### src/hdl/tpc_sat_inc.sv
// ----------------------------------------------------------------------------
// tpc_sat_inc
// Saturating incrementer shared by all pass and end count updates.
// ----------------------------------------------------------------------------
module tpc_sat_inc #(
    parameter int WIDTH = 16
) (
    input  logic [WIDTH-1:0] i_val,
    output logic [WIDTH-1:0] o_val
);

    always_comb begin
        if (&i_val) begin
            o_val = i_val;
        end else begin
            o_val = i_val + WIDTH'(1);
        end
    end

endmodule
### config.mk
export PLATFORM = sky130hd
export DESIGN_NAME = tpc_sat_inc
export DESIGN_NICKNAME = d
export VERILOG_FILES = /design/src/hdl/tpc_sat_inc.sv
export SDC_FILE = /design/constraint.sdc
export NUM_CORES = 1
export LEC_CHECK = 0
export CORE_AREA = 3 3 40 42
export DETAILED_ROUTE_END_ITERATION = 7
export DIE_AREA = 0 0 43 45
export DONT_BUFFER_PORTS = 1
export PLACE_DENSITY = 0.57
export SLEW_MARGIN = 10
export SYNTH_ARGS = -nofsm -noshare
export SYNTH_HDL_FRONTEND = slang
export SYNTH_SLANG_ARGS = --single-unit
### constraint.sdc
create_clock -name vclk -period 1.8
set_clock_uncertainty 0.2 [all_clocks]
set_input_delay 0.09 -clock vclk [all_inputs]
set_output_delay 0.09 -clock vclk [all_outputs]
set_load 0.01 [all_outputs]
---- Word-level counts from Yosys, hierarchy flattened ----
Index checks and enable logic that the tools add are counted.
Widths: inputs -> output; s select.
storage, ports and cells
  bits in registers ....................... 0
  output and inout port bits .............. 16
cells by class
  muxes and demuxes ....................... 1
  $add $sub $neg .......................... 1
  reductions and logical operators ........ 1
operators with widths
  operator               count
  $add 16x1->16 const B  1
  $mux 16                1
  $reduce_and 16->1      1

---- Depth between registers and ports, before layout ----
  depth after elaboration ................. 2
  mapped depth ............................ 5

---- Worst setup path after synthesis ----
No wires, ideal clock.
  path kind ............................... input port to output port
  start ................................... input i_val[0]
  end ..................................... output o_val[14]
  data arrival time ....................... 1162 ps
  stages on the path ...................... 5
  path buffers ............................ 0
  path slack .............................. 348 ps
  data required time ...................... 1510 ps
  cell sequence ........................... ha_1 nand3_2 nor3_2 and3_1 mux2_1
between the ends
  word-level cells in the longest chain between the ends .. 2
  elaborated cells on any way between the ends .. 3
  classes of those cells .................. add/sub (1); mux (1); reduce/logical (1)
ends and longest elaborated chain
  what                                                       line    RTL
  start: declaration                                         8       input logic [WIDTH-1:0] i_val,
  $add 16x1->16 / $reduce_and 16->1 (equally long branches)  16, 13
  $mux 16 (*)                                                13      if (&i_val) begin
  end: declaration                                           9       output logic [WIDTH-1:0] o_val
Mark *: on every way between the ends. The rest lies on a longest branch, timed or not.

---- Worst setup path after layout ----
  start ................................... input i_val[0]
  end ..................................... output o_val[7]
Same word-level chain as after synthesis.

==> metrics.csv <==
stage,metric,value,unit
critical_path,setup.worst_path.end_class,primary output,
sta,setup-tns-final,0,ns
global_route,grt_usage,10.4,%
cells_and_area,final_design_instance_area_without_fill,435,um^2
placement,gp_congestion,0.734,
cells_and_area,sequential_cell_total,0,
floorplanning,rows,13,
cts,postCtsSetupBuffers,0,
floorplanning,horiz_die_dim,43,um
floorplanning,coreArea,0.00128,mm^2
sta,grt_setup_unrepaired,no,
cts,post_cts.resized_instances,0,
logic_synthesis,synth_area_leader_cell,xnor2_1,
placement,placed_area,435,um^2
cells_and_area,area_of_all_sequential_standard_cells,0,um^2
routing,wire_per_inst,15.5,um
routing,drc_errors,0,
run_status,result_of_the_run,finished clean,
cells_and_area,finish.net_count,71,
placement,place.detailed.hpwl,843,um
cells_and_area,nFillCells,147,
routing,dr.pass1.iters,4,
critical_path,slowest_stage,and3_1,
floorplanning,design.portCount,32,
power_and_ir_drop,power.density_cell_area,132,mW/mm^2
sta,finalSetupViolCount,0,
placement,numPlacedInstances,67,
critical_path,max_fo_critical_path,5,
critical_path,crit_family,simple AND/OR/NAND/NOR gates,
logic_synthesis,post_syn_area_per_cell,8.07,um^2
floorplanning,die-height,45,um
critical_path,cp_data_required_time,1.51,ns
floorplanning,floorplan.initialDensity,33.3,%
global_route,antenna_violations_before_repair,0,
floorplanning,fp.dieArea,0.00194,mm^2
sta,fin_crit_sh,86.9,%
critical_path,slowest_delay,0.29,ns
routing,number_of_drc_markers_after_the_initial_detailed_route_iteration,7,
logic_synthesis,synth_cells,53,
logic_synthesis,syn-cell-area,428,um^2
cts,cts_hold_buf,0,
routing,routed-via-count,433,
power_and_ir_drop,power_switching_share,59.7,%
logic_synthesis,synth_cell_type_count,25,
worst_hold_path,hold_path_class,in -> out,
logic_synthesis,netlist_top_cells_count,"5 x nand2_1, 5 x xnor2_1, 4 x a21oi_1, 4 x nand3_1, 4 x nand4_1",
global_route,grt.overflow.total,0,
cells_and_area,nClkBuffers,0,
cells_and_area,fin_cells,67,
power_and_ir_drop,power.combinational.fraction,100.0,%
sta,timing.slew.headroom,79.3,%
sta,final_hold_viol_count,0,
logic_synthesis,net_count_after_synthesis,70,
cells_and_area,layout-drive-gt1-share,17.3,%
sta,finalWorstPathRequiredPeriod,1.56,ns
placement,buffer_ports.inserted,0,
logic_synthesis,synth.top_cell.area_share,10.2,%
sta,max_clock_freq,640,MHz
routing,finalWirelength,1.04,mm
global_route,first_global_vias,422,
critical_path,worst-path-buf-inv,0,
logic_synthesis,top_area_cells_in_the_synthesized_netlist,"xnor2_1 10%, mux2_1 7.9%, a41oi_4 6.4%",
power_and_ir_drop,internal_power_component,23.2,uW
power_and_ir_drop,worst_ir_drop_vdd,0.0000432,V
routing,ant_nets,0,
critical_path,crit_path_cell_trace,ha_1 > and3_1 > a41oi_4 > nand4_1 > xnor2_1,
power_and_ir_drop,power.sequential.fraction,0,%
cells_and_area,syn2layout_area_growth,1.75,%
sta,max_slew.worst_pin.slew,0.311,ns
global_route,global_route_wire_length_before_repair,1.70,mm
job,timing.max_cap.violations,0,
critical_path,startpoint_type,input pin,
power_and_ir_drop,clock_power_share,0,%
critical_path,setup.worst_path.class,in -> out,
power_and_ir_drop,power.switching,34.4,uW
logic_synthesis,ys_seq_area_share,0,%
critical_path,arrival,1.27,ns
routing,vias_per_cell,6.46,
sta,slew_violations,0,
logic_synthesis,ys.warnings.count,0,
cells_and_area,antennaDiodeCount,0,
power_and_ir_drop,leakage_power_of_the_design,0.142,nW
global_route,maximum_number_of_pins_on_one_net_before_global_route_repair,8,
[worst paths after layout]
kind,from,to,cells past startpoint
hold / removal,i_val[4],o_val[4],1
setup / recovery,i_val[0],o_val[7],5
[cell type report]
type | count | area, um^2 | area share (%)
tap | 15 | 18.8 | 4.31
multi-input combinational | 52 | 417 | 95.7
[power by group through the flow]
stage               logic [mW]  clock network [mW]  registers [mW]
floorplan               0.0532                   0               0
global placement        0.0581                   0               0
detailed placement      0.0581                   0               0
CTS                     0.0587                   0               0
global route            0.0642                   0               0
finish                  0.0576                   0               0
[cell usage in the layout, fill, tap and decap left out, types with 2 or more instances in the layout]
cell	synthesis	routed
xor2_1	2	2
nor2_1	2	2
and3_1	3	3
xnor2_1	5	5
o21a_1	2	2
nand3_1	4	4
and4_2	2	2
a31oi_1	2	2
nand2_1	5	5
a21oi_1	4	4
nor3_2	2	2
mux2_1	3	3
and4_1	2	2
nand4_1	4	4
[metal layers]
metal / vias up / GRT usage [%] / part of all wire [%]
li1: 213 / - / -
met1: 191 / 14.5 / 44
met2: 29 / 16.5 / 44
met3: 0 / 3.19 / 12
met4: 0 / 1.20 / 0
met5: - / 0 / 0
[cell families after synthesis]
logic type / Yosys count / synth area share (%)
compound gates: 12 / 22.5
mux: 4 / 11.4
xor+xnor: 7 / 14.3
fa+ha+maj: 1 / 2.92
simple gates: 28 / 46.2
buf+inv: 1 / 2.63
[per-stage QoR]
stage                     utilization, %  setup WS (ns)  power (mW)  hold slack (ns)
after global routing                33.9          0.134      0.0642           0.0725
final                               33.9          0.237      0.0576           0.0678
after detailed placement            33.9          0.236      0.0581           0.0672
after global placement              33.9          0.242      0.0581           0.0674
after floorplan                        -          0.348      0.0532           0.0575
after CTS                           33.9          0.235      0.0587           0.0690
No activity file was read; power rests on OpenSTA's default activity.
